===== config.mk =====
export PLATFORM = sky130hd
export DESIGN_NAME = biquad_cascade_iir_filter
export DESIGN_NICKNAME = d
export VERILOG_FILES = /design/src/rtl/core/biq_pkg.sv /design/src/rtl/core/biquad_cascade_iir_filter.sv
export VERILOG_INCLUDE_DIRS = /design/src /design/src/rtl/core
export SDC_FILE = /design/constraint.sdc
export NUM_CORES = 2
export LEC_CHECK = 0
export ABC_AREA = 1
export BUFFER_PORTS_ARGS = -buffer_cell sky130_fd_sc_hd__buf_2
export CAP_MARGIN = 0
export CORE_MARGIN = 2
export CORE_UTILIZATION = 45
export CTS_CLUSTER_SIZE = 16
export DETAILED_ROUTE_END_ITERATION = 8
export GPL_TIMING_DRIVEN = 0
export SYNTH_ARGS = -nofsm -noshare
export SYNTH_HDL_FRONTEND = slang
export SYNTH_SLANG_ARGS = --single-unit

===== constraint.sdc =====
create_clock -name i_clk -period 7.9 [get_ports i_clk]
set_clock_uncertainty 0.1 [all_clocks]
set_input_delay 0 -clock i_clk [delete_from_list [all_inputs] [get_ports i_clk]]
set_output_delay 0 -clock i_clk [all_outputs]
set_load 0.005 [all_outputs]

===== src/rtl/core/biquad_cascade_iir_filter_macros.svh =====
// ---------------------------------------------------------------------------
// Assertion macros for the biquad cascade filter
// Clocked property checks with a synchronous active-low reset as disable.
// ---------------------------------------------------------------------------
`ifndef BIQUAD_CASCADE_IIR_FILTER_MACROS_SVH
`define BIQUAD_CASCADE_IIR_FILTER_MACROS_SVH

// Consequent must hold in the same cycle as the antecedent.
`define BIQ_ASSERT_SAME(lbl, clk, rst_n, ante, cons, msg) \
    lbl: assert property (@(posedge clk) disable iff (!rst_n) (ante) |-> (cons)) \
        else $error(msg);

// Consequent must hold in the cycle after the antecedent.
`define BIQ_ASSERT_NEXT(lbl, clk, rst_n, ante, cons, msg) \
    lbl: assert property (@(posedge clk) disable iff (!rst_n) (ante) |=> (cons)) \
        else $error(msg);

`endif


===== src/rtl/core/biq_pkg.sv =====
// ---------------------------------------------------------------------------
// biq_pkg
// Types, formats and coefficient slot codes of the biquad cascade filter.
// ---------------------------------------------------------------------------
package biq_pkg;

    // Default cascade makeup
    localparam int LOWPASS_SECTIONS_DEF  = 2;
    localparam int HIGHPASS_SECTIONS_DEF = 2;
    localparam int NOTCH_SECTIONS_DEF    = 2;

    localparam int SAMPLE_W = 24;   // Q1.23
    localparam int COEFF_W  = 24;   // Q3.21
    localparam int DELAY_W  = 32;   // Q9.23
    localparam int PROD_W   = COEFF_W + DELAY_W;
    localparam int ACC_W    = PROD_W + 2;
    localparam int FRAC_SHIFT = 21;
    localparam int SHIFT_W  = ACC_W - FRAC_SHIFT;

    typedef logic signed [SAMPLE_W-1:0] t_sample;
    typedef logic signed [COEFF_W-1:0]  t_coeff;
    typedef logic signed [DELAY_W-1:0]  t_delay;
    typedef logic signed [PROD_W-1:0]   t_prod;
    typedef logic signed [ACC_W-1:0]    t_acc;
    typedef logic        [2:0]          t_slot;

    // Half an output LSB, added before the right shift
    localparam t_acc ROUND_HALF = t_acc'(1) <<< (FRAC_SHIFT - 1);

    // Commands
    localparam logic CMD_FILTER = 1'b0;
    localparam logic CMD_LOAD   = 1'b1;

    // Coefficient slots within one section
    localparam t_slot SLOT_SCALE = 3'd0;
    localparam t_slot SLOT_B0    = 3'd1;
    localparam t_slot SLOT_B1    = 3'd2;
    localparam t_slot SLOT_B2    = 3'd3;
    localparam t_slot SLOT_A1    = 3'd4;
    localparam t_slot SLOT_A2    = 3'd5;
    localparam int    SLOT_COUNT = 6;

    // Map the load item's slot field onto a storage slot; slot A1 with the
    // high bit set names A2.
    function automatic t_slot f_slot_index(input t_slot slot, input logic slot_hi);
        t_slot k;
        k = slot;
        if (slot == SLOT_A1 && slot_hi) begin
            k = SLOT_A2;
        end
        return k;
    endfunction

endpackage


===== src/rtl/core/biquad_cascade_iir_filter.sv =====
// ---------------------------------------------------------------------------
// biquad_cascade_iir_filter
// Cascade of direct-form-II biquads (low-pass, high-pass, notch) sharing one
// multiplier; coefficients and delay words live in on-chip memories.
// ---------------------------------------------------------------------------
// Sequencing: a filter run walks each section in eight steps on the single shared
//   multiplier, and no new item is taken until its result has moved into the
//   output register; load items write the coefficient memory as they transfer.
// Reset: synchronous, active low; clears control and the per-entry valid bits,
//   so every coefficient and delay word reads as zero until written.
`include "biquad_cascade_iir_filter_macros.svh"

module biquad_cascade_iir_filter #(
    parameter int LOWPASS_SECTIONS  = biq_pkg::LOWPASS_SECTIONS_DEF,
    parameter int HIGHPASS_SECTIONS = biq_pkg::HIGHPASS_SECTIONS_DEF,
    parameter int NOTCH_SECTIONS    = biq_pkg::NOTCH_SECTIONS_DEF
) (
    input  logic                  i_clk,
    input  logic                  i_rst_n,
    // input channel
    input  logic                  i_in_valid,
    output logic                  o_in_ready,
    input  logic                  i_command,
    input  biq_pkg::t_sample      i_sample_in,
    input  logic [2:0]            i_coeff_section,
    input  biq_pkg::t_slot        i_coeff_slot,
    input  logic                  i_coeff_slot_hi,
    input  biq_pkg::t_coeff       i_coeff_value,
    // output channel
    output logic                  o_out_valid,
    input  logic                  i_out_ready,
    output biq_pkg::t_sample      o_sample_out,
    output logic                  o_saturated
);

    // -----------------------------------------------------------------------
    // Sizing
    // -----------------------------------------------------------------------
    localparam int TOTAL     = LOWPASS_SECTIONS + HIGHPASS_SECTIONS + NOTCH_SECTIONS;
    localparam int CF_DEPTH  = ((TOTAL < 1) ? 1 : TOTAL) * biq_pkg::SLOT_COUNT;
    localparam int CF_AW     = $clog2(CF_DEPTH);
    localparam int CF_WAW    = CF_AW + 3;
    localparam int DLY_DEPTH = (TOTAL < 2) ? 2 : TOTAL;
    localparam int SEC_W     = $clog2(DLY_DEPTH);
    localparam int DLY_MW    = 2 * biq_pkg::DELAY_W;

    // Controller states
    localparam logic [1:0] ST_IDLE = 2'd0;
    localparam logic [1:0] ST_RUN  = 2'd1;
    localparam logic [1:0] ST_FIN  = 2'd2;

    // Steps of one section; all but FB2 and FF2 issue the next one's coefficient read
    localparam logic [3:0] STEP_PRE = 4'd1;  // load delays, scale*x
    localparam logic [3:0] STEP_FB1 = 4'd2;  // acc = half + scale*x, a1*w1
    localparam logic [3:0] STEP_FB2 = 4'd3;  // acc -= a1*w1, a2*w2
    localparam logic [3:0] STEP_W0  = 4'd4;  // w0 = sat(acc - a2*w2)
    localparam logic [3:0] STEP_FF0 = 4'd5;  // b0*w0
    localparam logic [3:0] STEP_FF1 = 4'd6;  // acc = half + b0*w0, b1*w1
    localparam logic [3:0] STEP_FF2 = 4'd7;  // acc += b1*w1, b2*w2
    localparam logic [3:0] STEP_Y   = 4'd8;  // y = sat(acc + b2*w2), write delays

    // -----------------------------------------------------------------------
    // Control registers
    // -----------------------------------------------------------------------
    logic [1:0]             r_state, n_state;
    logic [3:0]             r_step, n_step;
    logic [SEC_W-1:0]       r_sec, n_sec;
    logic [CF_AW-1:0]       r_cf_base, n_cf_base;
    logic                   r_out_vld, n_out_vld;
    logic [CF_DEPTH-1:0]    r_cf_vld;
    logic [DLY_DEPTH-1:0]   r_dly_vld;

    // Memories and their registered read ports
    biq_pkg::t_coeff        coeff_mem [CF_DEPTH];
    logic [DLY_MW-1:0]      dly_mem [DLY_DEPTH];
    biq_pkg::t_coeff        r_cf_q;
    logic                   r_cf_vq;
    logic [DLY_MW-1:0]      r_dly_q;
    logic                   r_dly_vq;

    // Datapath registers
    biq_pkg::t_sample       r_x;
    biq_pkg::t_delay        r_w0, r_w1, r_w2;
    biq_pkg::t_prod         r_prod;
    biq_pkg::t_acc          r_acc;
    logic                   r_flag;
    biq_pkg::t_sample       r_out_sample;
    logic                   r_out_sat;

    // Combinational
    logic                   w_in_fire;
    logic                   w_filter_go;
    logic                   w_last_sec;
    logic                   w_out_load;
    logic [CF_AW-1:0]       w_cf_ra;
    logic [SEC_W-1:0]       w_dly_ra;
    logic                   w_cf_we;
    biq_pkg::t_slot         w_cf_wk;
    logic [CF_WAW-1:0]      w_cf_wa_full;
    logic [CF_AW-1:0]       w_cf_wa;
    logic                   w_dly_we;
    biq_pkg::t_coeff        w_coef;
    biq_pkg::t_delay        w_mul_b;
    biq_pkg::t_prod         w_prod;
    biq_pkg::t_acc          w_add_a;
    biq_pkg::t_acc          w_prod_x;
    biq_pkg::t_acc          w_sum;
    logic                   w_sub;
    logic [biq_pkg::SHIFT_W-1:0] w_shift;
    logic                   w_ovf_w0;
    logic                   w_ovf_y;
    biq_pkg::t_delay        w_w0_sat;
    biq_pkg::t_sample       w_y_sat;

    // -----------------------------------------------------------------------
    // Handshake
    // -----------------------------------------------------------------------
    // Take a new item only between filter runs; the output register lets the
    // next item start while the last result still waits downstream.
    assign o_in_ready   = (r_state == ST_IDLE);
    assign w_in_fire    = i_in_valid && o_in_ready;
    assign w_filter_go  = w_in_fire && (i_command == biq_pkg::CMD_FILTER);
    assign w_last_sec   = (r_sec == SEC_W'(TOTAL - 1));
    assign w_out_load   = (r_state == ST_FIN) && (!r_out_vld || i_out_ready);

    assign o_out_valid  = r_out_vld;
    assign o_sample_out = r_out_sample;
    assign o_saturated  = r_out_sat;

    // -----------------------------------------------------------------------
    // Sequencer: walk every section in eight steps
    // -----------------------------------------------------------------------
    always_comb begin
        n_state   = r_state;
        n_step    = r_step;
        n_sec     = r_sec;
        n_cf_base = r_cf_base;
        case (r_state)
            ST_IDLE: begin
                if (w_filter_go) begin
                    n_sec     = '0;
                    n_cf_base = '0;
                    n_step    = STEP_PRE;
                    // an empty cascade passes the sample straight through
                    n_state   = (TOTAL == 0) ? ST_FIN : ST_RUN;
                end
            end
            ST_RUN: begin
                if (r_step == STEP_Y) begin
                    if (w_last_sec) begin
                        n_state = ST_FIN;
                    end else begin
                        n_sec     = r_sec + SEC_W'(1);
                        n_cf_base = r_cf_base + CF_AW'(biq_pkg::SLOT_COUNT);
                        n_step    = STEP_PRE;
                    end
                end else begin
                    n_step = r_step + 4'd1;
                end
            end
            ST_FIN: begin
                if (w_out_load) begin
                    n_state = ST_IDLE;
                end
            end
            default: begin
                n_state = ST_IDLE;
            end
        endcase
    end

    // Hold the result until the downstream side takes it
    always_comb begin
        if (w_out_load) begin
            n_out_vld = 1'b1;
        end else if (i_out_ready) begin
            n_out_vld = 1'b0;
        end else begin
            n_out_vld = r_out_vld;
        end
    end

    // -----------------------------------------------------------------------
    // Memory addressing
    // -----------------------------------------------------------------------
    // The coefficient read issued in one step is consumed in the next one.
    always_comb begin
        w_cf_ra  = r_cf_base;
        w_dly_ra = r_sec;
        case (r_state)
            ST_IDLE: begin
                w_cf_ra  = CF_AW'(biq_pkg::SLOT_SCALE);
                w_dly_ra = '0;
            end
            ST_RUN: begin
                case (r_step)
                    STEP_PRE: w_cf_ra = r_cf_base + CF_AW'(biq_pkg::SLOT_A1);
                    STEP_FB1: w_cf_ra = r_cf_base + CF_AW'(biq_pkg::SLOT_A2);
                    STEP_W0:  w_cf_ra = r_cf_base + CF_AW'(biq_pkg::SLOT_B0);
                    STEP_FF0: w_cf_ra = r_cf_base + CF_AW'(biq_pkg::SLOT_B1);
                    STEP_FF1: w_cf_ra = r_cf_base + CF_AW'(biq_pkg::SLOT_B2);
                    STEP_Y: begin
                        // prefetch scale and delays of the next section
                        w_cf_ra = r_cf_base + CF_AW'(biq_pkg::SLOT_COUNT)
                                  + CF_AW'(biq_pkg::SLOT_SCALE);
                        if (!w_last_sec) begin
                            w_dly_ra = r_sec + SEC_W'(1);
                        end
                    end
                    default: w_cf_ra = r_cf_base;
                endcase
            end
            default: begin
                w_cf_ra  = r_cf_base;
                w_dly_ra = r_sec;
            end
        endcase
    end

    // Coefficient load: drop writes to unknown slots or absent sections
    assign w_cf_wk      = biq_pkg::f_slot_index(i_coeff_slot, i_coeff_slot_hi);
    assign w_cf_wa_full = CF_WAW'(i_coeff_section) * CF_WAW'(biq_pkg::SLOT_COUNT)
                          + CF_WAW'(w_cf_wk);
    assign w_cf_wa      = w_cf_wa_full[CF_AW-1:0];

    always_comb begin
        w_cf_we = w_in_fire && (i_command == biq_pkg::CMD_LOAD)
                  && (32'(i_coeff_section) < TOTAL)
                  && (i_coeff_slot inside {[biq_pkg::SLOT_SCALE:biq_pkg::SLOT_A1]});
    end

    assign w_dly_we = (r_state == ST_RUN) && (r_step == STEP_Y);

    // -----------------------------------------------------------------------
    // Shared multiply-accumulate
    // -----------------------------------------------------------------------
    // Entries never written read as zero.
    assign w_coef = r_cf_vq ? r_cf_q : '0;

    always_comb begin
        case (r_step)
            STEP_PRE: w_mul_b = {{(biq_pkg::DELAY_W - biq_pkg::SAMPLE_W){r_x[23]}}, r_x};
            STEP_FB1: w_mul_b = r_w1;
            STEP_FB2: w_mul_b = r_w2;
            STEP_FF0: w_mul_b = r_w0;
            STEP_FF1: w_mul_b = r_w1;
            STEP_FF2: w_mul_b = r_w2;
            default:  w_mul_b = r_w0;
        endcase
    end

    assign w_prod = w_coef * w_mul_b;

    // One adder: start a sum from the rounding half, subtract feedback terms
    assign w_add_a  = ((r_step == STEP_FB1) || (r_step == STEP_FF1))
                      ? biq_pkg::ROUND_HALF : r_acc;
    assign w_sub    = (r_step == STEP_FB2) || (r_step == STEP_W0);
    assign w_prod_x = {{(biq_pkg::ACC_W - biq_pkg::PROD_W){r_prod[biq_pkg::PROD_W-1]}},
                       r_prod};
    assign w_sum    = w_sub ? (w_add_a - w_prod_x) : (w_add_a + w_prod_x);
    assign w_shift  = w_sum[biq_pkg::ACC_W-1:biq_pkg::FRAC_SHIFT];

    // Saturate: overflow when the dropped top bits disagree with the sign
    assign w_ovf_w0 = !((&w_shift[biq_pkg::SHIFT_W-1:biq_pkg::DELAY_W-1])
                      || !(|w_shift[biq_pkg::SHIFT_W-1:biq_pkg::DELAY_W-1]));
    assign w_ovf_y  = !((&w_shift[biq_pkg::SHIFT_W-1:biq_pkg::SAMPLE_W-1])
                      || !(|w_shift[biq_pkg::SHIFT_W-1:biq_pkg::SAMPLE_W-1]));

    always_comb begin
        if (w_ovf_w0) begin
            w_w0_sat = w_shift[biq_pkg::SHIFT_W-1]
                       ? {1'b1, {(biq_pkg::DELAY_W-1){1'b0}}}
                       : {1'b0, {(biq_pkg::DELAY_W-1){1'b1}}};
        end else begin
            w_w0_sat = w_shift[biq_pkg::DELAY_W-1:0];
        end
        if (w_ovf_y) begin
            w_y_sat = w_shift[biq_pkg::SHIFT_W-1]
                      ? {1'b1, {(biq_pkg::SAMPLE_W-1){1'b0}}}
                      : {1'b0, {(biq_pkg::SAMPLE_W-1){1'b1}}};
        end else begin
            w_y_sat = w_shift[biq_pkg::SAMPLE_W-1:0];
        end
    end

    // -----------------------------------------------------------------------
    // Control state and valid bits
    // -----------------------------------------------------------------------
    always_ff @(posedge i_clk) begin
        if (!i_rst_n) begin
            r_state   <= ST_IDLE;
            r_step    <= STEP_PRE;
            r_sec     <= '0;
            r_cf_base <= '0;
            r_out_vld <= 1'b0;
            r_cf_vld  <= '0;
            r_dly_vld <= '0;
        end else begin
            r_state   <= n_state;
            r_step    <= n_step;
            r_sec     <= n_sec;
            r_cf_base <= n_cf_base;
            r_out_vld <= n_out_vld;
            if (w_cf_we) begin
                r_cf_vld[w_cf_wa] <= 1'b1;
            end
            if (w_dly_we) begin
                r_dly_vld[r_sec] <= 1'b1;
            end
        end
    end

    // -----------------------------------------------------------------------
    // Memories: one write and one registered read per cycle each
    // -----------------------------------------------------------------------
    always_ff @(posedge i_clk) begin
        if (w_cf_we) begin
            coeff_mem[w_cf_wa] <= i_coeff_value;
        end
        r_cf_q  <= coeff_mem[w_cf_ra];
        r_cf_vq <= r_cf_vld[w_cf_ra];
    end

    // Delay word pair {w1, w2}; the prefetch never needs the entry being written
    always_ff @(posedge i_clk) begin
        if (w_dly_we) begin
            dly_mem[r_sec] <= {r_w0, r_w1};
        end
        r_dly_q  <= dly_mem[w_dly_ra];
        r_dly_vq <= r_dly_vld[w_dly_ra];
    end

    // -----------------------------------------------------------------------
    // Datapath registers
    // -----------------------------------------------------------------------
    always_ff @(posedge i_clk) begin
        r_prod <= w_prod;

        if (w_filter_go) begin
            r_x    <= i_sample_in;
            r_flag <= 1'b0;
        end

        if (r_state == ST_RUN) begin
            case (r_step)
                STEP_PRE: begin
                    r_w1 <= r_dly_vq ? r_dly_q[DLY_MW-1:biq_pkg::DELAY_W] : '0;
                    r_w2 <= r_dly_vq ? r_dly_q[biq_pkg::DELAY_W-1:0] : '0;
                end
                STEP_FB1, STEP_FB2, STEP_FF1, STEP_FF2: begin
                    r_acc <= w_sum;
                end
                STEP_W0: begin
                    r_w0   <= w_w0_sat;
                    r_flag <= r_flag | w_ovf_w0;
                end
                STEP_Y: begin
                    r_x    <= w_y_sat;
                    r_flag <= r_flag | w_ovf_y;
                end
                default: begin
                    r_acc <= r_acc;
                end
            endcase
        end

        if (w_out_load) begin
            r_out_sample <= r_x;
            r_out_sat    <= r_flag;
        end
    end

    // -----------------------------------------------------------------------
    // Assertions
    // -----------------------------------------------------------------------
    `BIQ_ASSERT_SAME(a_step_range, i_clk, i_rst_n, r_state == ST_RUN, r_step >= STEP_PRE && r_step <= STEP_Y, "section step out of range")
    `BIQ_ASSERT_SAME(a_sec_range, i_clk, i_rst_n, r_state == ST_RUN, 32'(r_sec) < TOTAL, "section index beyond cascade")
    `BIQ_ASSERT_SAME(a_out_from_fin, i_clk, i_rst_n, $rose(o_out_valid), $past(r_state) == ST_FIN, "result appeared outside finish")
    `BIQ_ASSERT_NEXT(a_filter_starts, i_clk, i_rst_n, w_filter_go, r_state != ST_IDLE, "filter transfer did not start a run")

endmodule

After elaboration in Yosys (flattened, before gate mapping) --
Memories as Yosys holds them, arrays and structs flattened. A register that Yosys moved wholly into a read port is not among the register bits. Cells that the tools add are included.
Storage, ports and cells: flip-flop bits (word level) 320, memory bits (writable) 1248, bits of input ports 60, output and inout port bits 27, word-level logic and storage cells 152, memories kept 2
Memories:
- coeff_mem | words 36, bits a word 24, rd ports 1, clocked after Yosys merged registers in 1, write ports 1, RTL line biquad_cascade_iir_filter.sv:74 | biq_pkg::t_coeff coeff_mem [CF_DEPTH];
- dly_mem | words 6, bits a word 64, rd ports 1, clocked after Yosys merged registers in 1, write ports 1, RTL line biquad_cascade_iir_filter.sv:75 | logic [DLY_MW-1:0] dly_mem [DLY_DEPTH];
Cells by class: add/sub/neg operators 11, multipliers 2, order comparisons 9, equal/unequal tests 18, mux-type cells 49, bitwise logic cells 5, reduce and logical (&&, ||, !) cells 38
Operator list (number):
- 24-bit two-way mux | 6
- 58-bit two-way mux | 2
- 32-bit one-hot mux with 3 select lines | 1
- 32-bit two-way mux | 2
- 58-bit by 56-bit adder with 58-bit output | 1
- 58-bit by 56-bit subtractor with 58-bit output | 1
- 24-bit by 32-bit multiplier with 56-bit output | 1
- 36-bit OR | 1
- 6-bit one-hot mux with 6 select lines | 1
- 6-bit one-hot mux with 2 select lines | 2
- 6-bit by 3-bit adder with 6-bit output (second input constant) | 3
- 6-bit two-way mux | 3
- 4-bit by 3-bit == test with 1-bit output (second input constant) | 4
- 6-bit by 7-bit less-than comparator with 1-bit output (second input constant) | 2
- 14-bit AND reduction | 1
- 14-bit OR reduction | 1
- 6-bit by 2-bit adder with 6-bit output (second input constant) | 2
- 1-bit two-way mux | 12
- 3-bit two-way mux | 4
- 4-bit two-way mux | 3
- 3-bit one-hot mux with 2 select lines | 2
- 1-bit logical AND | 11
- 4-bit by 2-bit == test with 1-bit output (second input constant) | 2
- 3-bit by 4-bit less-than comparator with 1-bit output (second input constant) | 2
- 39 further kinds | 62

Logic depth before layout (Yosys ltp) --
depth in word-level cells 12, gate-level depth with buffers 41, gate-level depth less buffers 38

Worst setup path after synthesis --
OpenSTA, ideal clock, no wires.
path type reg2reg, start reg r_step[0], end reg r_prod[53], arrival time 7702 ps, slack 26 ps, stages on the path, launching flop included 31, cells stage by stage dfxtp_1 -> inv_1 -> ha_1 -> nand2_2 -> inv_2 -> nor2_1 -> nand2_1 -> clkbuf_1 -> or2_2 -> nand2_1 -> clkbuf_1 -> nor2_1 -> fa_1 -> fa_1 -> inv_1 -> fa_1 -> inv_1 -> fa_1 -> fa_1 -> fa_1 -> fa_1 -> ha_1 -> nand2_1 -> nor2_1 -> inv_1 -> nor4_1 -> nand4_1 -> nand3_1 -> a21oi_1 -> o21bai_1 -> xor2_1
Between the ends: cells in the longest elaborated chain, start to end 4, elaborated cells on any way between the ends 9
RTL lines:
- from (decl) | RTL line biquad_cascade_iir_filter.sv:66 | logic [3:0] r_step, n_step;
- from (signal assigned) | RTL line biquad_cascade_iir_filter.sv:300 | r_step <= n_step;
- 4-bit by 2-bit == test with 1-bit output / 4-bit by 3-bit == test with 1-bit output (equally long branches) | RTL line biquad_cascade_iir_filter.sv:241 | case (r_step)
- 2-bit OR reduction (no line)
- 32-bit one-hot mux with 3 select lines * | RTL line biquad_cascade_iir_filter.sv:241
- 24-bit by 32-bit multiplier with 56-bit output * | RTL line biquad_cascade_iir_filter.sv:252 | assign w_prod = w_coef * w_mul_b;
- via w_prod[53] | RTL line biquad_cascade_iir_filter.sv:104 | biq_pkg::t_prod w_prod;
- to (signal assigned) | RTL line biquad_cascade_iir_filter.sv:337 | r_prod <= w_prod;
- to (decl) | RTL line biquad_cascade_iir_filter.sv:84 | biq_pkg::t_prod r_prod;
The timed path passes the listed nets; every way through them passes the cells marked *. A chain may end at the register's enable or synchronous reset.

Worst setup path in the final report --
start reg r_step[1], end reg r_prod[55]
The elaborated chain is that of the path after synthesis.

==> metrics.log <==
[metrics] post-layout worst setup margin: -0.410 ns
[metrics] count of input and output buffers: between 80 and 90
[metrics] Synth top area share: around 43%
[metrics] width of the die: between 400 and 500 um
[metrics] CTS Buf Count: about 170
[metrics] Leakage Power: 48.5 nW
[metrics] depth of the CTS H-tree: 4
[metrics] FF+latch count, synth: ~1.7k
[metrics] status: finished with violations
[metrics] top flip-flop cell by instance count after synthesis: sky130_fd_sc_hd__edfxtp_1
[metrics] share of the clock period used by the worst path after layout: 105%
[metrics] antenna violations before repair: 10
[metrics] number of nets in the layout: around 12k
[metrics] clock transition at the register clock pins on the worst setup and hold paths after CTS: 0.06 ns
[metrics] all-layer global routing usage: 30.2%
[metrics] Slew Viols, Final: 0
[metrics] vias in the first global route: ~74k
[metrics] Netlist cell types: 52
[metrics] library cell used as clock root buffer: sky130_fd_sc_hd__clkbuf_16
[metrics] crit-path max cell delay: 0.65 ns
[metrics] violations in the final reports: negative setup slack
[metrics] maximum vdd drop: ~0.00029 V
[metrics] Vias per Instance: 5.57
[metrics] number of clock sinks: 1655
[metrics] number of flops mapped to enable cells by yosys: between 1k and 1.5k
[metrics] core region area: between 200000 and 250000 sq um
[metrics] total number of vias: 75.0k
[metrics] Remaining Overflow, GRT: 0
[metrics] final estimated routing congestion in global placement: 1.00
[metrics] DRC violation count after routing: 0
[metrics] post-route worst hold slack: approximately 0.074 ns
[metrics] slew margin rel.: 3.01%
[metrics] cell type with the largest total area after synthesis: sky130_fd_sc_hd__edfxtp_1
[metrics] Fillers: ~19k
[metrics] TritonCTS clock tree: done
[metrics] Boundary Pins: 87
[metrics] startpoint types: flip-flop
[metrics] initial DRC count: around 8.4k
[metrics] Detail Placement HPWL: approximately 260 mm
[metrics] fraction of final layout cells with drive strength greater than 1: approximately 16%
[metrics] per-instance average area after synthesis: between 10 and 15 sq um
[metrics] pin count of the biggest net entering global routing: 37
[metrics] first-pass GRT wire length: roughly 500 mm
[metrics] proportion of synthesized chip area in sequential cells: a little under half
[metrics] placed insts: between 10k and 15k
[metrics] CP max-delay cell: sky130_fd_sc_hd__fa_2
[metrics] effective utilization at floorplan: approximately 45%
[metrics] Max Clk Rate: ~0.12 GHz
[metrics] clock insertion delay at the later pin of the skew report: roughly 0.85 ns
[metrics] critical path data arrival time: between 8 and 9 ns
[metrics] Tightest Hold Check Type: primary input to flip-flop
[metrics] total power per unit cell area: 261 nW/um^2
[metrics] post-route insts no fill: about 13k
[metrics] wirelength, routed: around 340 mm
[metrics] Worst setup EP type: flip-flop
[metrics] Final Hold Viols: 0
[metrics] Syn-to-layout area delta: 17.5%
[metrics] final setup violating endpoints: 16
[metrics] average wire per standard cell: 25.4 um
[metrics] Yosys Warn Count: 0
[metrics] Die Outline Area: between 200000 and 250000 sq um
[metrics] number of maximum-capacitance constraint violations: 0
[metrics] worst-path maximum fanout: 10
[metrics] Max Buffers Root-to-Sink: 3
[metrics] number of nets produced by synthesis: roughly 11k
[metrics] biggest area contributors in the synthesized netlist: sky130_fd_sc_hd__edfxtp_1 (43%), sky130_fd_sc_hd__fa_1 (16%), sky130_fd_sc_hd__nand2_1 (7.7%)
[metrics] transition time of the tightest slew-check pin: approximately 1.5 ns
[metrics] synthesized netlist cell count: 9844
[metrics] DIE HEIGHT: approximately 470 um
[metrics] Setup Crit Path Kind: flip-flop to flip-flop
[metrics] Antenna Nets Post-Route: 0
[metrics] Site Rows: ~170
[metrics] RSZ-0062 raised after global routing: true
[metrics] fraction of registers with async set or reset after synthesis: 0%
[metrics] time the final worst path needs with I/O delays and setup: just over 8 ns
[metrics] number of detailed-route iterations in the first pass: 6
[metrics] cell type with the highest occurrence count on the critical path: sky130_fd_sc_hd__fa_2
[metrics] data required time of the worst path: between 8 and 9 ns
[metrics] Post-Syn Area: between 90000 and 100000 sq um
## final timing paths
path	startpoint	to	slack [ns]	cells after the start
min reg2reg	r_x[13]	o_sample_out[13]	0.33	0
max	r_step[1]	r_prod[55]	-0.41	32
max reg2reg	r_step[1]	r_prod[55]	-0.41	32
min	i_coeff_slot[0]	coeff_mem[14][14]	0.07	6
## through the flow
| stage | util, % | power [mW] | setup slack [ns] | cell area (sq um) | setup TNS [ns] |
|---|---|---|---|---|---|
| after detailed placement | 47.6 | 20.3 | -3.20 | 104000 | -93.18 |
| after global routing | 53.0 | 31.5 | -0.550 | 116000 | -7.53 |
| after CTS | 52.2 | 29.7 | -0.323 | 114000 | -1.96 |
| after global placement | 46.9 | 20.3 | -4.14 | 103000 | -1599.12 |
| final | 53.0 | 30.4 | -0.410 | 116000 | -3.63 |
| after floorplan | - | 16.2 | 0.0263 | 98800 | 0 |
## cells by family after synthesis
| logic type | count (synthesis) | share of synthesized area (%) |
|---|---|---|
| simple gates | 4204 | 17.9 |
| buf+inv | 1959 | 7.67 |
| flops | 1655 | 48.0 |
| fa+ha+maj | 1012 | 18.8 |
| compound gates | 654 | 3.96 |
| mux | 189 | 2.15 |
| xor+xnor | 171 | 1.52 |
## state kept, by name, indices dropped and copies added (netlist names), 36 cells and up
name       count
r_cf_vld      36
r_dly_q       64
r_acc         58
r_prod        56
coeff_mem    864
dly_mem      384
## cells in the final DEF (no fill, tap or decap), drive strengths merged, types with 39 or more instances in the layout
cell	netlist	routed
nor3	39	39
nand2	2056	2056
buf	170	515
fa	786	786
or2	42	42
ha	226	226
a31oi	47	47
inv	1494	1493
clkbuf	290	495
dfxtp	228	228
o211ai	114	114
edfxtp	1427	1427
o21ai	177	177
mux2	189	189
xor2	107	107
nand4	136	136
xnor2	64	64
clkinv	5	78
dlygate4sd3	0	91
a21oi	191	191
nand3	871	871
nor2	1034	1034
## synth_stat cells, drive strengths merged (6+ instances only)
master,number
o31ai,38
a21o,6
a21boi,6
nand4,136
xor2,107
o21ai,177
nor4,19
fa,786
xnor2,64
nand2,2056
o21a,22
dfxtp,228
o211ai,114
nor2,1034
buf,170
ha,226
clkbuf,290
mux2,189
inv,1494
o22ai,36
nand3,871
a21oi,191
a31oi,47
or2,42
edfxtp,1427
nor3,39
## critical path: cells and delay by family (launching register included)
| family | cells | cell delay [ns] |
|---|---|---|
| fa+ha+maj | 9 | 4.34 |
| compound gates | 7 | 1.15 |
| simple gates | 7 | 1.02 |
| buf+inv | 8 | 0.92 |
| flops | 1 | 0.38 |
| xor+xnor | 1 | 0.25 |
## final cells by class
cell class / instances / area, sq um / share of cell area [%]
Sequential cell: 1655 / 47400 / 40.8
Multi-Input combinational cell: 6230 / 46300 / 39.9
Inverter: 1499 / 5760 / 4.96
Clock buffer: 222 / 4760 / 4.10
Timing Repair Buffer: 421 / 4100 / 3.53
Tap cell: 2871 / 3590 / 3.09
Buffer: 459 / 2900 / 2.49
Clock inverter: 101 / 1260 / 1.08
Antenna cell: 6 / 15.0 / 0.0129
## power breakdown
part           switching [mW]  leakage (nW)  internal (mW)
Sequential              0.213          14.8           9.94
Clock                    3.66          2.92           4.88
Combinational            8.10          30.8           3.57
Total                    12.0          48.5           18.4
## layer usage
layer	vias to the layer above	track usage [%]	part of all wire [%]
li1	33100	-	-
met1	37600	42.3	41
met2	3640	46.8	45
met3	627	6.49	10
met4	2	10.0	3.6
met5	-	0	0.0038
## repair_timing
action,4_1_cts,5_1_grt
gates resized for setup,625,308
pin swaps,129,203
hold buffers,91,0
hold endpoints to repair,938,0
setup endpoints to repair,47,31
setup buffers,78,84
cloned,5,1
Power figures use the tool's default switching activity.
